$ cat config.mk
export PLATFORM = sky130hd
export DESIGN_NAME = line_editor_word_wrap
export DESIGN_NICKNAME = d
export VERILOG_FILES = /design/src/rtl/lew_pkg.sv /design/src/rtl/lew_ram.sv /design/src/rtl/lew_dp.sv /design/src/rtl/lew_ctrl.sv /design/src/rtl/line_editor_word_wrap.sv
export SDC_FILE = /design/constraint.sdc
export NUM_CORES = 1
export LEC_CHECK = 0
export ABC_AREA = 1
export BUFFER_PORTS_ARGS = -buffer_cell sky130_fd_sc_hd__buf_2
export CORE_MARGIN = 5
export CORE_UTILIZATION = 25
export CTS_BUF_LIST = sky130_fd_sc_hd__clkbuf_16
export DETAILED_ROUTE_END_ITERATION = 12
export GPL_ROUTABILITY_DRIVEN = 0
export PLACE_DENSITY = 0.48
export SYNTH_ARGS = -nofsm -noshare
export SYNTH_HDL_FRONTEND = slang
export SYNTH_SLANG_ARGS = --single-unit
$ cat constraint.sdc
create_clock -name i_clk -period 4.9 [get_ports i_clk]
set_clock_uncertainty 0.05 [all_clocks]
set_input_delay 1.47 -clock i_clk [delete_from_list [all_inputs] [get_ports i_clk]]
set_output_delay 1.47 -clock i_clk [all_outputs]
set_load 0.05 [all_outputs]
$ cat src/rtl/lew_pkg.sv
// ============================================================================
// Line editor package
// Shared constants, codes and the command and status bundles that join the
// line editor controller and datapath.
// ============================================================================
package lew_pkg;

    // Sizes.
    localparam int LINE_MAX_DEF = 40;
    localparam int LEN_W        = 6;
    localparam int DATA_W       = 8;
    localparam int CFG_IDX_W    = 1;

    // Configuration register indexes.
    localparam logic [CFG_IDX_W-1:0] REG_ERASE_CODE = 1'b0;
    localparam logic [CFG_IDX_W-1:0] REG_KILL_CODE  = 1'b1;

    localparam logic [DATA_W-1:0] ERASE_CODE_RST = 8'd127;
    localparam logic [DATA_W-1:0] KILL_CODE_RST  = 8'd21;

    // Result actions.
    localparam logic [1:0] ACT_ECHO  = 2'd0;
    localparam logic [1:0] ACT_ERASE = 2'd1;
    localparam logic [1:0] ACT_BELL  = 2'd2;
    localparam logic [1:0] ACT_END   = 2'd3;

    // Character codes.
    localparam logic [DATA_W-1:0] CH_EOF      = 8'h04;
    localparam logic [DATA_W-1:0] CH_NL       = 8'h0A;
    localparam logic [DATA_W-1:0] CH_WERASE   = 8'h17;
    localparam logic [DATA_W-1:0] CH_ESC      = 8'h1B;
    localparam logic [DATA_W-1:0] CH_SPACE    = 8'h20;
    localparam logic [DATA_W-1:0] CH_PRINT_HI = 8'h7E;
    localparam logic [DATA_W-1:0] CH_CSI      = 8'h5B;
    localparam logic [DATA_W-1:0] CH_SS3      = 8'h4F;
    localparam logic [DATA_W-1:0] CH_FINAL_LO = 8'h40;
    localparam logic [DATA_W-1:0] CH_FINAL_HI = 8'h7E;

    // Escape filter phases.
    localparam logic [1:0] ESC_NORMAL = 2'd0;
    localparam logic [1:0] ESC_AFTER  = 2'd1;
    localparam logic [1:0] ESC_CSI    = 2'd2;
    localparam logic [1:0] ESC_SS3    = 2'd3;

    // Line length updates.
    localparam logic [2:0] LEN_HOLD = 3'd0;
    localparam logic [2:0] LEN_DEC  = 3'd1;
    localparam logic [2:0] LEN_ZERO = 3'd2;
    localparam logic [2:0] LEN_INC  = 3'd3;
    localparam logic [2:0] LEN_POS  = 3'd4;
    localparam logic [2:0] LEN_ONE  = 3'd5;
    localparam logic [2:0] LEN_WORD = 3'd6;

    // Line store writes.
    localparam logic [2:0] WR_NONE   = 3'd0;
    localparam logic [2:0] WR_APPEND = 3'd1;
    localparam logic [2:0] WR_FIRST  = 3'd2;
    localparam logic [2:0] WR_COPY   = 3'd3;
    localparam logic [2:0] WR_TAIL   = 3'd4;

    // Line store reads.
    localparam logic [1:0] RD_NONE = 2'd0;
    localparam logic [1:0] RD_SCAN = 2'd1;
    localparam logic [1:0] RD_COPY = 2'd2;

    // Scan pointer updates.
    localparam logic [1:0] POS_HOLD = 2'd0;
    localparam logic [1:0] POS_LOAD = 2'd1;
    localparam logic [1:0] POS_DEC  = 2'd2;

    // Copy index updates.
    localparam logic [1:0] IDX_HOLD  = 2'd0;
    localparam logic [1:0] IDX_CLEAR = 2'd1;
    localparam logic [1:0] IDX_INC   = 2'd2;

    // Result kinds.
    localparam logic [3:0] EM_END        = 4'd0;
    localparam logic [3:0] EM_BELL       = 4'd1;
    localparam logic [3:0] EM_ECHO_BYTE  = 4'd2;
    localparam logic [3:0] EM_ECHO_NL    = 4'd3;
    localparam logic [3:0] EM_ECHO_RAM   = 4'd4;
    localparam logic [3:0] EM_ERASE_ONE  = 4'd5;
    localparam logic [3:0] EM_ERASE_LEN  = 4'd6;
    localparam logic [3:0] EM_ERASE_TAIL = 4'd7;
    localparam logic [3:0] EM_ERASE_WORD = 4'd8;

    // Commands from the controller to the datapath.
    typedef struct packed {
        logic       byte_load;
        logic       esc_step;
        logic       esc_set;
        logic       fin_set;
        logic [2:0] len_op;
        logic [2:0] wr_op;
        logic [1:0] rd_op;
        logic [1:0] pos_op;
        logic       start_load;
        logic [1:0] idx_op;
        logic       emit;
        logic [3:0] emit_op;
        logic       emit_last;
    } t_dp_cmd;

    // Status from the datapath to the controller.
    typedef struct packed {
        logic fin;
        logic esc_busy;
        logic is_eof;
        logic is_erase;
        logic is_kill;
        logic is_werase;
        logic is_esc;
        logic is_print;
        logic is_space;
        logic len_zero;
        logic len_full;
        logic pos_zero;
        logic rd_space;
        logic start_edge;
        logic tail_nonzero;
        logic copy_last;
        logic out_free;
    } t_dp_stat;

endpackage

$ cat src/rtl/lew_ram.sv
// ============================================================================
// Generic RAM
// One write port and one read port with registered read data that holds
// while no read is requested.
// ============================================================================
module lew_ram #(
    parameter int WIDTH = 8,
    parameter int DEPTH = 40
) (
    input  logic                     i_clk,
    input  logic                     i_we,
    input  logic [$clog2(DEPTH)-1:0] i_waddr,
    input  logic [WIDTH-1:0]         i_wdata,
    input  logic                     i_re,
    input  logic [$clog2(DEPTH)-1:0] i_raddr,
    output logic [WIDTH-1:0]         o_rdata
);

    logic [WIDTH-1:0] r_mem [DEPTH];
    logic [WIDTH-1:0] r_rdata;

    // Write port.
    always_ff @(posedge i_clk) begin
        if (i_we) begin
            r_mem[i_waddr] <= i_wdata;
        end
    end

    // Registered read port.
    always_ff @(posedge i_clk) begin
        if (i_re) begin
            r_rdata <= r_mem[i_raddr];
        end
    end

    assign o_rdata = r_rdata;

endmodule

$ cat src/rtl/lew_dp.sv
// ============================================================================
// Line editor datapath
// Holds the line store, line length, escape phase, finished flag, the
// configuration registers, the scan and copy pointers and the result register.
// ============================================================================
module lew_dp #(
    parameter int LINE_MAX = lew_pkg::LINE_MAX_DEF
) (
    input  logic                           i_clk,
    input  logic                           i_rst_n,
    input  logic [lew_pkg::DATA_W-1:0]     i_in_byte,
    input  logic                           i_cfg_we,
    input  logic [lew_pkg::CFG_IDX_W-1:0]  i_cfg_index,
    input  logic [lew_pkg::DATA_W-1:0]     i_cfg_data,
    input  lew_pkg::t_dp_cmd               i_cmd,
    output lew_pkg::t_dp_stat              o_stat,
    output logic                           o_out_valid,
    input  logic                           i_out_stall,
    output logic [1:0]                     o_action,
    output logic [lew_pkg::DATA_W-1:0]     o_echo_char,
    output logic [lew_pkg::LEN_W-1:0]      o_erase_count,
    output logic                           o_last
);

    import lew_pkg::*;

    localparam int AW = $clog2(LINE_MAX);

    // State registers.
    logic [DATA_W-1:0] r_erase_code;
    logic [DATA_W-1:0] r_kill_code;
    logic [DATA_W-1:0] r_byte;
    logic [LEN_W-1:0]  r_len;
    logic [LEN_W-1:0]  n_len;
    logic [1:0]        r_esc;
    logic [1:0]        n_esc;
    logic              r_fin;
    logic [LEN_W-1:0]  r_pos;
    logic [LEN_W-1:0]  r_start;
    logic [LEN_W-1:0]  r_idx;

    // Result register.
    logic              r_out_valid;
    logic [1:0]        r_action;
    logic [DATA_W-1:0] r_echo;
    logic [LEN_W-1:0]  r_count;
    logic              r_last;
    logic [1:0]        n_action;
    logic [DATA_W-1:0] n_echo;
    logic [LEN_W-1:0]  n_count;

    // Line store access.
    logic              w_we;
    logic [AW-1:0]     w_waddr;
    logic [DATA_W-1:0] w_wdata;
    logic              w_re;
    logic [AW-1:0]     w_raddr;
    logic [DATA_W-1:0] w_rdata;

    logic [LEN_W-1:0]  w_wlen;
    logic [LEN_W-1:0]  w_pos_m1;
    logic [LEN_W-1:0]  w_copy_src;
    logic              w_out_free;

    assign w_wlen     = r_len - r_start;
    assign w_pos_m1   = r_pos - LEN_W'(1);
    assign w_copy_src = r_start + r_idx;
    assign w_out_free = !r_out_valid || !i_out_stall;

    // Configuration registers.
    always_ff @(posedge i_clk) begin
        if (!i_rst_n) begin
            r_erase_code <= ERASE_CODE_RST;
            r_kill_code  <= KILL_CODE_RST;
        end else if (i_cfg_we) begin
            case (i_cfg_index)
                REG_ERASE_CODE: r_erase_code <= i_cfg_data;
                REG_KILL_CODE:  r_kill_code  <= i_cfg_data;
                default: ;
            endcase
        end
    end

    // Latched input word.
    always_ff @(posedge i_clk) begin
        if (i_cmd.byte_load) begin
            r_byte <= i_in_byte;
        end
    end

    // Escape filter: next phase after a filtered byte.
    always_comb begin
        n_esc = r_esc;
        if (i_cmd.esc_set) begin
            n_esc = ESC_AFTER;
        end else if (i_cmd.esc_step) begin
            case (r_esc)
                ESC_AFTER: begin
                    if (r_byte == CH_CSI) begin
                        n_esc = ESC_CSI;
                    end else if (r_byte == CH_SS3) begin
                        n_esc = ESC_SS3;
                    end else begin
                        n_esc = ESC_NORMAL;
                    end
                end
                ESC_CSI: begin
                    if (r_byte inside {[CH_FINAL_LO:CH_FINAL_HI]}) begin
                        n_esc = ESC_NORMAL;
                    end
                end
                default: n_esc = ESC_NORMAL;
            endcase
        end
    end

    // Line length update.
    always_comb begin
        case (i_cmd.len_op)
            LEN_HOLD: n_len = r_len;
            LEN_DEC:  n_len = r_len - LEN_W'(1);
            LEN_ZERO: n_len = '0;
            LEN_INC:  n_len = r_len + LEN_W'(1);
            LEN_POS:  n_len = r_pos;
            LEN_ONE:  n_len = LEN_W'(1);
            LEN_WORD: n_len = w_wlen + LEN_W'(1);
            default:  n_len = r_len;
        endcase
    end

    // Control state of the line.
    always_ff @(posedge i_clk) begin
        if (!i_rst_n) begin
            r_len <= '0;
            r_esc <= ESC_NORMAL;
            r_fin <= 1'b0;
        end else begin
            r_len <= n_len;
            r_esc <= n_esc;
            if (i_cmd.fin_set) begin
                r_fin <= 1'b1;
            end
        end
    end

    // Scan and copy pointers.
    always_ff @(posedge i_clk) begin
        case (i_cmd.pos_op)
            POS_LOAD: r_pos <= r_len;
            POS_DEC:  r_pos <= w_pos_m1;
            default:  ;
        endcase
        if (i_cmd.start_load) begin
            r_start <= r_pos;
        end
        case (i_cmd.idx_op)
            IDX_CLEAR: r_idx <= '0;
            IDX_INC:   r_idx <= r_idx + LEN_W'(1);
            default:   ;
        endcase
    end

    // Line store write and read selection.
    always_comb begin
        w_we    = 1'b1;
        w_waddr = r_len[AW-1:0];
        w_wdata = r_byte;
        case (i_cmd.wr_op)
            WR_APPEND: w_waddr = r_len[AW-1:0];
            WR_FIRST:  w_waddr = '0;
            WR_COPY: begin
                w_waddr = r_idx[AW-1:0];
                w_wdata = w_rdata;
            end
            WR_TAIL:   w_waddr = w_wlen[AW-1:0];
            default:   w_we = 1'b0;
        endcase
        w_re    = 1'b1;
        case (i_cmd.rd_op)
            RD_SCAN: w_raddr = w_pos_m1[AW-1:0];
            RD_COPY: w_raddr = w_copy_src[AW-1:0];
            default: begin
                w_re    = 1'b0;
                w_raddr = w_pos_m1[AW-1:0];
            end
        endcase
    end

    lew_ram #(
        .WIDTH (DATA_W),
        .DEPTH (LINE_MAX)
    ) u_line_ram (
        .i_clk   (i_clk),
        .i_we    (w_we),
        .i_waddr (w_waddr),
        .i_wdata (w_wdata),
        .i_re    (w_re),
        .i_raddr (w_raddr),
        .o_rdata (w_rdata)
    );

    // Fields of the next result word.
    always_comb begin
        n_action = ACT_ECHO;
        n_echo   = '0;
        n_count  = '0;
        case (i_cmd.emit_op)
            EM_END:        n_action = ACT_END;
            EM_BELL:       n_action = ACT_BELL;
            EM_ECHO_BYTE:  n_echo = r_byte;
            EM_ECHO_NL:    n_echo = CH_NL;
            EM_ECHO_RAM:   n_echo = w_rdata;
            EM_ERASE_ONE: begin
                n_action = ACT_ERASE;
                n_count  = LEN_W'(1);
            end
            EM_ERASE_LEN: begin
                n_action = ACT_ERASE;
                n_count  = r_len;
            end
            EM_ERASE_TAIL: begin
                n_action = ACT_ERASE;
                n_count  = r_len - r_pos;
            end
            EM_ERASE_WORD: begin
                n_action = ACT_ERASE;
                n_count  = w_wlen;
            end
            default:       n_action = ACT_BELL;
        endcase
    end

    // Result register: a new word loads only when the old one is gone.
    always_ff @(posedge i_clk) begin
        if (!i_rst_n) begin
            r_out_valid <= 1'b0;
        end else if (i_cmd.emit) begin
            r_out_valid <= 1'b1;
        end else if (!i_out_stall) begin
            r_out_valid <= 1'b0;
        end
    end

    always_ff @(posedge i_clk) begin
        if (i_cmd.emit) begin
            r_action <= n_action;
            r_echo   <= n_echo;
            r_count  <= n_count;
            r_last   <= i_cmd.emit_last;
        end
    end

    assign o_out_valid   = r_out_valid;
    assign o_action      = r_action;
    assign o_echo_char   = r_echo;
    assign o_erase_count = r_count;
    assign o_last        = r_last;

    // Status toward the controller.
    always_comb begin
        o_stat.fin          = r_fin;
        o_stat.esc_busy     = (r_esc != ESC_NORMAL);
        o_stat.is_eof       = (r_byte == CH_EOF);
        o_stat.is_erase     = (r_byte == r_erase_code);
        o_stat.is_kill      = (r_byte == r_kill_code);
        o_stat.is_werase    = (r_byte == CH_WERASE);
        o_stat.is_esc       = (r_byte == CH_ESC);
        o_stat.is_print     = (r_byte inside {[CH_SPACE:CH_PRINT_HI]});
        o_stat.is_space     = (r_byte == CH_SPACE);
        o_stat.len_zero     = (r_len == '0);
        o_stat.len_full     = (r_len == LEN_W'(LINE_MAX));
        o_stat.pos_zero     = (r_pos == '0);
        o_stat.rd_space     = (w_rdata == CH_SPACE);
        o_stat.start_edge   = (r_start == '0) || (r_start == r_len);
        o_stat.tail_nonzero = (r_len != r_pos);
        o_stat.copy_last    = ((r_idx + LEN_W'(1)) == w_wlen);
        o_stat.out_free     = w_out_free;
    end

`ifndef SYNTHESIS
    // The line never grows past its limit.
    a_len_bound: assert property (@(posedge i_clk) disable iff (!i_rst_n)
        r_len <= LEN_W'(LINE_MAX))
        else $error("line length exceeds limit");

    // The controller only loads a result when the result register is free.
    a_emit_free: assert property (@(posedge i_clk) disable iff (!i_rst_n)
        i_cmd.emit |-> w_out_free)
        else $error("result overwritten while stalled");

    // Once input has ended it stays ended.
    a_fin_sticky: assert property (@(posedge i_clk) disable iff (!i_rst_n)
        r_fin |=> r_fin)
        else $error("finished flag cleared");

    // An erase result always removes at least one character.
    a_erase_nonzero: assert property (@(posedge i_clk) disable iff (!i_rst_n)
        (r_out_valid && r_action == ACT_ERASE) |-> (r_count != '0))
        else $error("erase of zero characters");
`endif

endmodule

$ cat src/rtl/lew_ctrl.sv
// ============================================================================
// Line editor controller
// Decodes each word and steps the word-erase scan, the wrap scan and the
// word copy, one line store read at a time.
// ============================================================================
module lew_ctrl (
    input  logic               i_clk,
    input  logic               i_rst_n,
    input  logic               i_in_valid,
    output logic               o_in_stall,
    input  lew_pkg::t_dp_stat  i_stat,
    output lew_pkg::t_dp_cmd   o_cmd
);

    import lew_pkg::*;

    localparam logic [4:0] S_IDLE      = 5'd0;
    localparam logic [4:0] S_DECODE    = 5'd1;
    localparam logic [4:0] S_W_RD0     = 5'd2;
    localparam logic [4:0] S_W_CK0     = 5'd3;
    localparam logic [4:0] S_W_RD1     = 5'd4;
    localparam logic [4:0] S_W_CK1     = 5'd5;
    localparam logic [4:0] S_W_RD2     = 5'd6;
    localparam logic [4:0] S_W_CK2     = 5'd7;
    localparam logic [4:0] S_W_END     = 5'd8;
    localparam logic [4:0] S_WR_RD     = 5'd9;
    localparam logic [4:0] S_WR_CK     = 5'd10;
    localparam logic [4:0] S_WR_SEL    = 5'd11;
    localparam logic [4:0] S_WR_NL     = 5'd12;
    localparam logic [4:0] S_WR_SINGLE = 5'd13;
    localparam logic [4:0] S_WR_ERASE  = 5'd14;
    localparam logic [4:0] S_WR_NL2    = 5'd15;
    localparam logic [4:0] S_CP_RD     = 5'd16;
    localparam logic [4:0] S_CP_EM     = 5'd17;
    localparam logic [4:0] S_WR_FINAL  = 5'd18;

    logic [4:0] r_state;
    logic [4:0] n_state;

    always_ff @(posedge i_clk) begin
        if (!i_rst_n) begin
            r_state <= S_IDLE;
        end else begin
            r_state <= n_state;
        end
    end

    assign o_in_stall = (r_state != S_IDLE);

    // Next state and datapath commands.
    always_comb begin
        n_state = r_state;
        o_cmd   = '0;
        case (r_state)
            S_IDLE: begin
                if (i_in_valid) begin
                    o_cmd.byte_load = 1'b1;
                    n_state         = S_DECODE;
                end
            end

            // Checks in priority order; single results wait for a free slot.
            S_DECODE: begin
                if (i_stat.fin) begin
                    n_state = S_IDLE;
                end else if (i_stat.esc_busy) begin
                    o_cmd.esc_step = 1'b1;
                    n_state        = S_IDLE;
                end else if (i_stat.is_eof) begin
                    if (i_stat.out_free) begin
                        o_cmd.emit      = 1'b1;
                        o_cmd.emit_last = 1'b1;
                        o_cmd.emit_op   = i_stat.len_zero ? EM_END : EM_BELL;
                        o_cmd.fin_set   = i_stat.len_zero;
                        n_state         = S_IDLE;
                    end
                end else if (i_stat.is_erase) begin
                    if (i_stat.len_zero) begin
                        n_state = S_IDLE;
                    end else if (i_stat.out_free) begin
                        o_cmd.emit      = 1'b1;
                        o_cmd.emit_last = 1'b1;
                        o_cmd.emit_op   = EM_ERASE_ONE;
                        o_cmd.len_op    = LEN_DEC;
                        n_state         = S_IDLE;
                    end
                end else if (i_stat.is_kill) begin
                    if (i_stat.len_zero) begin
                        n_state = S_IDLE;
                    end else if (i_stat.out_free) begin
                        o_cmd.emit      = 1'b1;
                        o_cmd.emit_last = 1'b1;
                        o_cmd.emit_op   = EM_ERASE_LEN;
                        o_cmd.len_op    = LEN_ZERO;
                        n_state         = S_IDLE;
                    end
                end else if (i_stat.is_werase) begin
                    o_cmd.pos_op = POS_LOAD;
                    n_state      = S_W_RD0;
                end else if (i_stat.is_esc) begin
                    if (i_stat.out_free) begin
                        o_cmd.emit      = 1'b1;
                        o_cmd.emit_last = 1'b1;
                        o_cmd.emit_op   = EM_BELL;
                        o_cmd.esc_set   = 1'b1;
                        n_state         = S_IDLE;
                    end
                end else if (i_stat.is_print && !i_stat.len_full) begin
                    if (i_stat.out_free) begin
                        o_cmd.emit      = 1'b1;
                        o_cmd.emit_last = 1'b1;
                        o_cmd.emit_op   = EM_ECHO_BYTE;
                        o_cmd.wr_op     = WR_APPEND;
                        o_cmd.len_op    = LEN_INC;
                        n_state         = S_IDLE;
                    end
                end else if (i_stat.is_print && !i_stat.is_space) begin
                    o_cmd.pos_op = POS_LOAD;
                    n_state      = S_WR_RD;
                end else begin
                    if (i_stat.out_free) begin
                        o_cmd.emit      = 1'b1;
                        o_cmd.emit_last = 1'b1;
                        o_cmd.emit_op   = EM_BELL;
                        n_state         = S_IDLE;
                    end
                end
            end

            // Word erase, phase one: skip trailing spaces.
            S_W_RD0: begin
                if (i_stat.pos_zero) begin
                    n_state = S_W_END;
                end else begin
                    o_cmd.rd_op = RD_SCAN;
                    n_state     = S_W_CK0;
                end
            end
            S_W_CK0: begin
                o_cmd.pos_op = POS_DEC;
                n_state      = i_stat.rd_space ? S_W_RD0 : S_W_RD1;
            end

            // Phase two: remove the word.
            S_W_RD1: begin
                if (i_stat.pos_zero) begin
                    n_state = S_W_END;
                end else begin
                    o_cmd.rd_op = RD_SCAN;
                    n_state     = S_W_CK1;
                end
            end
            S_W_CK1: begin
                o_cmd.pos_op = POS_DEC;
                n_state      = i_stat.rd_space ? S_W_RD2 : S_W_RD1;
            end

            // Phase three: remove the spaces before the word.
            S_W_RD2: begin
                if (i_stat.pos_zero) begin
                    n_state = S_W_END;
                end else begin
                    o_cmd.rd_op = RD_SCAN;
                    n_state     = S_W_CK2;
                end
            end
            S_W_CK2: begin
                if (i_stat.rd_space) begin
                    o_cmd.pos_op = POS_DEC;
                    n_state      = S_W_RD2;
                end else begin
                    n_state = S_W_END;
                end
            end

            S_W_END: begin
                if (!i_stat.tail_nonzero) begin
                    n_state = S_IDLE;
                end else if (i_stat.out_free) begin
                    o_cmd.emit      = 1'b1;
                    o_cmd.emit_last = 1'b1;
                    o_cmd.emit_op   = EM_ERASE_TAIL;
                    o_cmd.len_op    = LEN_POS;
                    n_state         = S_IDLE;
                end
            end

            // Wrap: find the last space on the full line.
            S_WR_RD: begin
                if (i_stat.pos_zero) begin
                    o_cmd.start_load = 1'b1;
                    n_state          = S_WR_SEL;
                end else begin
                    o_cmd.rd_op = RD_SCAN;
                    n_state     = S_WR_CK;
                end
            end
            S_WR_CK: begin
                if (i_stat.rd_space) begin
                    o_cmd.start_load = 1'b1;
                    n_state          = S_WR_SEL;
                end else begin
                    o_cmd.pos_op = POS_DEC;
                    n_state      = S_WR_RD;
                end
            end
            S_WR_SEL: begin
                n_state = i_stat.start_edge ? S_WR_NL : S_WR_ERASE;
            end

            // No word to carry: new line holding only the character.
            S_WR_NL: begin
                if (i_stat.out_free) begin
                    o_cmd.emit    = 1'b1;
                    o_cmd.emit_op = EM_ECHO_NL;
                    n_state       = S_WR_SINGLE;
                end
            end
            S_WR_SINGLE: begin
                if (i_stat.out_free) begin
                    o_cmd.emit      = 1'b1;
                    o_cmd.emit_last = 1'b1;
                    o_cmd.emit_op   = EM_ECHO_BYTE;
                    o_cmd.wr_op     = WR_FIRST;
                    o_cmd.len_op    = LEN_ONE;
                    n_state         = S_IDLE;
                end
            end

            // Carry the last word onto a new line.
            S_WR_ERASE: begin
                if (i_stat.out_free) begin
                    o_cmd.emit    = 1'b1;
                    o_cmd.emit_op = EM_ERASE_WORD;
                    n_state       = S_WR_NL2;
                end
            end
            S_WR_NL2: begin
                if (i_stat.out_free) begin
                    o_cmd.emit    = 1'b1;
                    o_cmd.emit_op = EM_ECHO_NL;
                    o_cmd.idx_op  = IDX_CLEAR;
                    n_state       = S_CP_RD;
                end
            end
            S_CP_RD: begin
                o_cmd.rd_op = RD_COPY;
                n_state     = S_CP_EM;
            end
            S_CP_EM: begin
                if (i_stat.out_free) begin
                    o_cmd.emit    = 1'b1;
                    o_cmd.emit_op = EM_ECHO_RAM;
                    o_cmd.wr_op   = WR_COPY;
                    o_cmd.idx_op  = IDX_INC;
                    n_state       = i_stat.copy_last ? S_WR_FINAL : S_CP_RD;
                end
            end
            S_WR_FINAL: begin
                if (i_stat.out_free) begin
                    o_cmd.emit      = 1'b1;
                    o_cmd.emit_last = 1'b1;
                    o_cmd.emit_op   = EM_ECHO_BYTE;
                    o_cmd.wr_op     = WR_TAIL;
                    o_cmd.len_op    = LEN_WORD;
                    n_state         = S_IDLE;
                end
            end

            default: n_state = S_IDLE;
        endcase
    end

endmodule

$ cat src/rtl/line_editor_word_wrap.sv
// ============================================================================
// Line editor with word wrap
// Canonical terminal line editor: takes keyboard bytes and answers with echo,
// erase, bell and end-of-input results, wrapping the last word of a full line.
// ============================================================================
//
//  Channel   Direction  Handshake                     Payload
//  -------   ---------  ----------------------------  -------------------------
//  input     in         i_in_valid / o_in_stall       i_in_byte
//  output    out        o_out_valid / i_out_stall     o_action, o_echo_char,
//                                                     o_erase_count, o_last
//  config    in         i_cfg_we                      i_cfg_index, i_cfg_data
//
// A word is taken only while the controller is idle, one at a time. A word
// erase and a wrap are paced by the single read port of the line RAM, which is
// read once per scanned or copied character.
// Each result waits in the output register while i_out_stall is high.
// Reset is synchronous and clears the line, escape phase and finished flag.
// The line RAM needs no clearing: only entries below the length are read.
//
module line_editor_word_wrap #(
    parameter int LINE_MAX = lew_pkg::LINE_MAX_DEF
) (
    input  logic                          i_clk,
    input  logic                          i_rst_n,
    input  logic                          i_in_valid,
    output logic                          o_in_stall,
    input  logic [lew_pkg::DATA_W-1:0]    i_in_byte,
    output logic                          o_out_valid,
    input  logic                          i_out_stall,
    output logic [1:0]                    o_action,
    output logic [lew_pkg::DATA_W-1:0]    o_echo_char,
    output logic [lew_pkg::LEN_W-1:0]     o_erase_count,
    output logic                          o_last,
    input  logic                          i_cfg_we,
    input  logic [lew_pkg::CFG_IDX_W-1:0] i_cfg_index,
    input  logic [lew_pkg::DATA_W-1:0]    i_cfg_data
);

    import lew_pkg::*;

    t_dp_cmd  w_cmd;
    t_dp_stat w_stat;

    // Sequencing of each word.
    lew_ctrl u_ctrl (
        .i_clk      (i_clk),
        .i_rst_n    (i_rst_n),
        .i_in_valid (i_in_valid),
        .o_in_stall (o_in_stall),
        .i_stat     (w_stat),
        .o_cmd      (w_cmd)
    );

    // Line state, line store and result register.
    lew_dp #(
        .LINE_MAX (LINE_MAX)
    ) u_dp (
        .i_clk         (i_clk),
        .i_rst_n       (i_rst_n),
        .i_in_byte     (i_in_byte),
        .i_cfg_we      (i_cfg_we),
        .i_cfg_index   (i_cfg_index),
        .i_cfg_data    (i_cfg_data),
        .i_cmd         (w_cmd),
        .o_stat        (w_stat),
        .o_out_valid   (o_out_valid),
        .i_out_stall   (i_out_stall),
        .o_action      (o_action),
        .o_echo_char   (o_echo_char),
        .o_erase_count (o_erase_count),
        .o_last        (o_last)
    );

endmodule
==> results.md, run 1 <==
* Yosys reg bits at 402
* Clock buffer depth at 3
* Fin. Hold Viols at 0
* Cts hold-fix bufs at 0
* Post-synthesis sequential area ratio at 0.616
* Vias at 14,300
* Cell count after synthesis at 1,973
* Area growth from synthesis to layout at 16.9%
* Die height at 286 um
* ANT nets after route at 0
* WP data required at 5.31 ns
* Synth unique cells at 45
* DR WL/cell at 18.1 um
* Slew Limit Fails at 0
* Clk slew on worst S/H paths at 0.06 ns
* Number of fill cells at 7,932
* Total CTS buffers at 45
* Critical path class: reg2reg
* Root buf cell: clkbuf_16
* Via density at 4.65
* Overall routed net length at 55,600 um
* VDD IR max at 0.227 mV
* Clk sinks at 402
* Worst-margin pin slew at 0.911 ns
* Adder-cell share of the synthesized area at 0.0176
* Compound-cell area share of the yosys netlist at 0.0808
* Synthesized area at 0.0191 mm^2
* Post-CTS Setup Bufs at 0
* Post-Place Cell Area at 0.0209 mm^2
* Crit Path Max Fanout at 48
* Crit start category: flop
* MaxCap Viol Count at 0
* Commonest cells in the netlist: nand2_1 (392), edfxtp_1 (371), nor2_1 (370)
* CP Capture Type: flop
* Drt first pass iters at 6
* Multi-input gate area at 0.00652 mm^2
* Reg area at 0.0118 mm^2
* Worst-Skew Late Latency at 0.59 ns
* Highest Clock Rate at 0.223 GHz
* Hold crit path type: reg2reg
* Power per cell area at 350 mW/mm^2
* Rows at 101
* Worst r2r src: u_dp.r_pos[0]$_DFFE_PP_
* Initial Util at 0.252
* # setup viols final at 0
* Antenna violations before repair at 0
* Design Power at 0.00781 W
* Slew HR at 0.390
* Final critical-path setup slack at 0.413 ns
* Final core occ at 0.294
* Die width at 286 um
* Count leader, synth: nand2_1
* # resized after CTS at 0
* DP HPWL at 37,200 um
* Total track usage at 0.131
* Largest net degree at the start of global routing at 161
* Mux share of post-synthesis cell area at 0
* GRT overflow at 0
* TNS Setup at 0 ns
* Synthesized Nets at 2,020
* Synth Area in XOR/XNOR at 0.0147
* Hold path start: u_dp.r_kill_code[5]$_SDFFE_PN0P_
* Top-area cell type share of the netlist area at 0.583
* Design Area, Final at 0.0223 mm^2
* First-pass GRT wire length at 83,800 um
* CORE AREA at 0.0758 mm^2
* Layout cells sized above 1 at 0.112
* Simple-gate share of the synthesized area at 0.222
* Leakage at 8.54 nW
* Unrepaired setup endpoints after global routing: no
* Die area at 0.0820 mm^2
* Ports at 41
* Post-synth EDFFs at 371
* Yosys warns at 0
* Worst Path Arrival at 4.90 ns
* IO buf count at 40
* Final min period at 4.49 ns
* CTS H-tree depth at 2
* Top post-synthesis cells by area: edfxtp_1 (58%), nand2_1 (7.7%), nor2_1 (7.3%), o21ai_0 (4.6%), dfxtp_1 (3.2%)
* TritonCTS clock tree: done
* Initial drt markers at 999
* Syn_area_per_cell at 9.68 um^2
* Largest family of logic cells by synthesized area: simple AND/OR/NAND/NOR gates
* Synth area leader: edfxtp_1
* Inserted Diodes at 0
* Place WS at 0.352 ns
* Period utilisation layout at 0.916
* Commonest register cell after synthesis: edfxtp_1
* DRC at 0
* Status: finished clean
* Asr flop ratio synth at 0
* Crit. Startpoint: u_dp.r_pos[0]$_DFFE_PP_
* Vias in the first global route at 13,900
* NumNets Final at 2,102
## per-layer routing
metal	vias up	GRT usage	wire length, um
met5	-	0	0
met4	0	0.0339	1310
met3	88	0.0216	2720
met2	345	0.217	26400
met1	6939	0.178	25200
li1	6881	-	-
## report_power, final
group | leakage, nW | switching, W | internal, W
Combinational | 4.18 | 0.000449 | 0.000170
Sequential | 3.62 | 0.0000486 | 0.00379
Clock | 0.742 | 0.00140 | 0.00195
## stage by stage
| step | hold slack, ns | cells |
|---|---|---|
| 2_1_floorplan | 0.394 | 1973 |
| 4_1_cts | 0.427 | 3067 |
| 3_3_place_gp | 0.411 | 2986 |
| 6_report | 0.424 | 3067 |
| 3_5_place_dp | 0.416 | 2986 |
| 5_1_grt | 0.452 | 3067 |
## cells by family after synthesis
family / after synthesis
flops: 402
fa+ha+maj: 25
buf+inv: 236
compound gates: 270
xor+xnor: 32
simple gates: 1008
## path summary, 6_finish.rpt
path / endpoint / cells after the start / slack (ns)
min reg2reg: u_dp.r_kill_code[5]$_SDFFE_PN0P_ / 2 / 0.42
max reg2reg: u_dp.u_line_ram.o_rdata[0]$_DFFE_PP_ / 20 / 0.41
max: u_dp.u_line_ram.o_rdata[0]$_DFFE_PP_ / 20 / 0.41
min: u_dp.r_kill_code[5]$_SDFFE_PN0P_ / 2 / 0.42
## registers in the layout, indices dropped and copies added, names as in the netlist
signal and count:
u_dp.r_start 6, u_dp.o_out_valid 1, u_dp.r_pos 6, u_dp.r_fin 1, u_dp.o_last 1, u_dp.r_idx 6, u_dp.u_line_ram.o_rdata 8, u_dp.r_byte 8
u_ctrl.r_state 5, u_dp.o_erase_count 6, u_dp.u_line_ram.r_mem 320, u_dp.r_len 6, u_dp.o_action 2, u_dp.r_erase_code 8, u_dp.o_echo_char 8, u_dp.r_kill_code 8
u_dp.r_esc 2
## cells in the final DEF (no fill, tap or decap), types with 4 or more instances in the layout
cell type,count
nor2_2,6
nor2_4,4
nand2_1,392
nor3_1,67
o21ai_4,10
o21ai_0,166
a22oi_1,4
o21ai_1,5
or2_2,4
nor2_1,370
clkbuf_16,45
clkinv_1,11
clkinv_2,7
edfxtp_1,371
dfxtp_1,31
a21oi_1,24
xor2_1,19
buf_4,69
buf_2,40
o21bai_1,12
inv_2,14
o211ai_1,26
xnor2_1,13
o31ai_1,9
inv_1,152
nand3_1,124
nand2_2,10
bufinv_16,5
nand4_1,21
ha_1,22
## area by class of cell
cell class | instances | share of cell area
tap | 978 | 0.0548
inverter | 160 | 0.0270
clock inverter | 36 | 0.0151
clock buffer | 45 | 0.0504
multi-input combinational | 1335 | 0.292
timing repair buffer | 111 | 0.0340
sequential | 402 | 0.527
## worst max-delay path, stage by stage, from the launching register on
cell	delay [ns]
edfxtp_1	0.50
inv_1	0.18
ha_1	0.21
nand3_1	0.13
nor3_1	0.21
buf_4	0.19
inv_1	0.04
o21ai_0	0.07
ha_1	0.45
o21ai_4	0.12
inv_4	0.47
buf_4	0.39
buf_4	0.33
nor2_1	0.08
nor3_1	0.16
o21ai_0	0.10
nand3_1	0.12
nand3_1	0.15
nand2_1	0.19
nand2_1	0.08
nand2_1	0.10
Note: power is estimated with default switching activity, not from simulation.
==> run 2, diff against run 1 <==
ABC_AREA = default   (was 1)
==> run 2 against run 1 <==
  * Critical path depth fell by 6
  * Setup slack got worse by 0.21 ns
  * Clock power rose by 4%
==> results.md, run 2 <==
* Status: finished clean
* Commonest register cell after synthesis: edfxtp_1
* DRC at 0
* Layout cells sized above 1 at 0.147
* # setup viols final at 0
* Cells on worst reg2reg path at 14
* GRT busiest layer: met2
* DP HPWL at 35,200 um
* Worst-Skew Late Latency at 0.58 ns
* Setup crit end: u_dp.u_line_ram.o_rdata[6]$_DFFE_PP_
* Cts hold-fix bufs at 0
* Power per cell area at 357 mW/mm^2
* CORE AREA at 0.0741 mm^2
* Worst r2r src: u_dp.r_pos[1]$_DFFE_PP_
* Post-synthesis sequential area ratio at 0.633
* Die height at 283 um
* Post-synth EDFFs at 371
* Initial Util at 0.251
* Yosys reg bits at 402
* Vias in the first global route at 12,900
* Unrepaired setup endpoints after global routing: no
* MaxCap Viol Count at 0
* Drt first pass iters at 6
* Initial drt markers at 1,228
* Top-area cell type share of the netlist area at 0.600
* Leakage at 7.54 nW
* Top post-synthesis cells by area: edfxtp_1 (60%), nand2_1 (6.8%), dfxtp_1 (3.3%), nand3_1 (2.9%), mux4_2 (1.9%)
* Largest net degree at the start of global routing at 97
* Reg-to-reg slack, setup at 0.21 ns
* Synth area leader: edfxtp_1
* Synthesized area at 0.0186 mm^2
* GRT overflow at 0
* Die area at 0.0799 mm^2
* M1 GR Usage at 0.171
* Clk slew on worst S/H paths at 0.06 ns
* CTS H-tree depth at 2
* Highest Clock Rate at 0.213 GHz
* Clk sinks at 402
* Commonest cells in the netlist: edfxtp_1 (371), nand2_1 (336), nand3_1 (109)
* # resized after CTS at 0
* Slew Limit Fails at 0
* Crit. Startpoint: u_dp.r_pos[1]$_DFFE_PP_
* Antenna violations before repair at 0
* IO buf count at 40
* Synth unique cells at 81
* Crit Path Max Fanout at 39
* Post-CTS Setup Bufs at 0
* TritonCTS clock tree: done
* Period utilisation layout at 0.958
* Asr flop ratio synth at 0
* Design Power at 0.00776 W
* Hold crit path type: reg2reg
* Synthesized Nets at 1,598
* Clock buffer depth at 3
* Syn_area_per_cell at 12.0 um^2
* WP data required at 5.24 ns
* Count leader, synth: edfxtp_1
* Commonest cells after routing, fill and taps aside: edfxtp_1 (371), nand2_1 (336), nand3_1 (109), buf_4 (68), nor2_1 (61)
* Max reg flops at 320
* Area growth from synthesis to layout at 17.1%
* Cell count after synthesis at 1,551
* Slew HR at 0.213
* Rows at 100
* Met3 global-route usage at 0.0238
* Crit start category: flop
* Vias at 12,800
* Fin. Hold Viols at 0
* First-pass GRT wire length at 80,600 um
* Overall routed net length at 53,800 um
* Commonest non-fill, non-tap cell in the layout: edfxtp_1
* Critical path class: reg2reg
* TNS Setup at 0 ns
* NumNets Final at 1,659
* Die width at 283 um
* Worst-margin pin slew at 1.18 ns
* CP Capture Type: flop
* Via density at 4.88
* Ports at 41
* Total track usage at 0.132
* Largest Register: u_dp.u_line_ram.r_mem
* R2R Path End: u_dp.u_line_ram.o_rdata[6]$_DFFE_PP_
* Final min period at 4.69 ns
* Met2 global-route usage at 0.230
* Worst Path Arrival at 5.03 ns
* Inserted Diodes at 0
* Yosys warns at 0
* Total CTS buffers at 45
* VDD IR max at 0.217 mV
* Root buf cell: clkbuf_16
* DR WL/cell at 20.5 um
* ANT nets after route at 0
* Final core occ at 0.294
-- run 2: report_power, final --
part / total, W / internal, W / leakage (nW) / switching (W)
Sequential: 0.00383 / 0.00379 / 3.61 / 0.0000399
Combinational: 0.000447 / 0.000130 / 3.17 / 0.000317
Clock: 0.00348 / 0.00206 / 0.759 / 0.00142
-- run 2: final cells by class --
| class | count | area, um^2 |
|---|---|---|
| clock buffers | 47 | 1180 |
| clock inverters | 37 | 347 |
| fillers | 7580 | 52300 |
| inverters | 24 | 90.1 |
| multi-input cells | 1027 | 6370 |
| flip-flops and latches | 402 | 11800 |
| well taps | 969 | 1210 |
| repair buffers | 112 | 791 |
-- run 2: per-stage QoR --
stage / instance area (um^2) / setup WS [ns] / hold slack (ns) / instances
final: 21700 / 0.205 / 0.420 / 2618
after global routing: 21700 / 0.0511 / 0.448 / 2618
after CTS: 21700 / 0.184 / 0.421 / 2618
after detailed placement: 20200 / 0.200 / 0.411 / 2534
after global placement: 20200 / 0.149 / 0.403 / 2534
after floorplan: 18600 / 0.760 / 0.391 / 1551
-- run 2: kinds of logic (layout without fill, tap and decap cells) --
group / count (synthesis) / in the layout / share of synthesized area
xor+xnor: 49 / 49 / 0.0231
buf+inv: 122 / 220 / 0.0268
flops: 402 / 402 / 0.633
mux: 42 / 42 / 0.0341
compound gates: 229 / 229 / 0.0936
fa+ha+maj: 25 / 25 / 0.0181
simple gates: 682 / 682 / 0.171
-- run 2: worst min-delay path by stage --
stage	from	slack, ns	end	depth (start not counted)
final	u_dp.r_fin$_SDFFE_PN0P_	0.42	u_dp.r_fin$_SDFFE_PN0P_	1
after global routing	u_dp.r_erase_code[7]$_SDFFE_PN0P_	0.45	u_dp.r_erase_code[7]$_SDFFE_PN0P_	2
after CTS	u_dp.r_kill_code[3]$_SDFFE_PN0P_	0.42	u_dp.r_kill_code[3]$_SDFFE_PN0P_	2
after detailed placement	u_dp.r_fin$_SDFFE_PN0P_	0.41	u_dp.r_fin$_SDFFE_PN0P_	1
after global placement	u_dp.r_fin$_SDFFE_PN0P_	0.40	u_dp.r_fin$_SDFFE_PN0P_	1
after floorplan	u_dp.r_fin$_SDFFE_PN0P_	0.39	u_dp.r_fin$_SDFFE_PN0P_	1
-- run 2: worst max-delay path: stages (launching register included) --
cell	delay, ns
edfxtp_1	0.46
inv_1	0.18
ha_1	0.21
nor3b_1	0.28
and2_1	0.27
or3_1	0.14
ha_1	0.30
buf_4	0.27
mux2_2	0.63
buf_4	0.35
and3_1	0.19
a311oi_1	0.36
a311oi_1	0.14
a211o_1	0.39
a31oi_1	0.26
-- run 2: routing by layer --
| metal | vias to the layer above | share of wire |
|---|---|---|
| li1 | 5934 | - |
| met4 | 0 | 0.020 |
| met2 | 391 | 0.49 |
| met3 | 73 | 0.057 |
| met5 | - | 0 |
| met1 | 6386 | 0.43 |
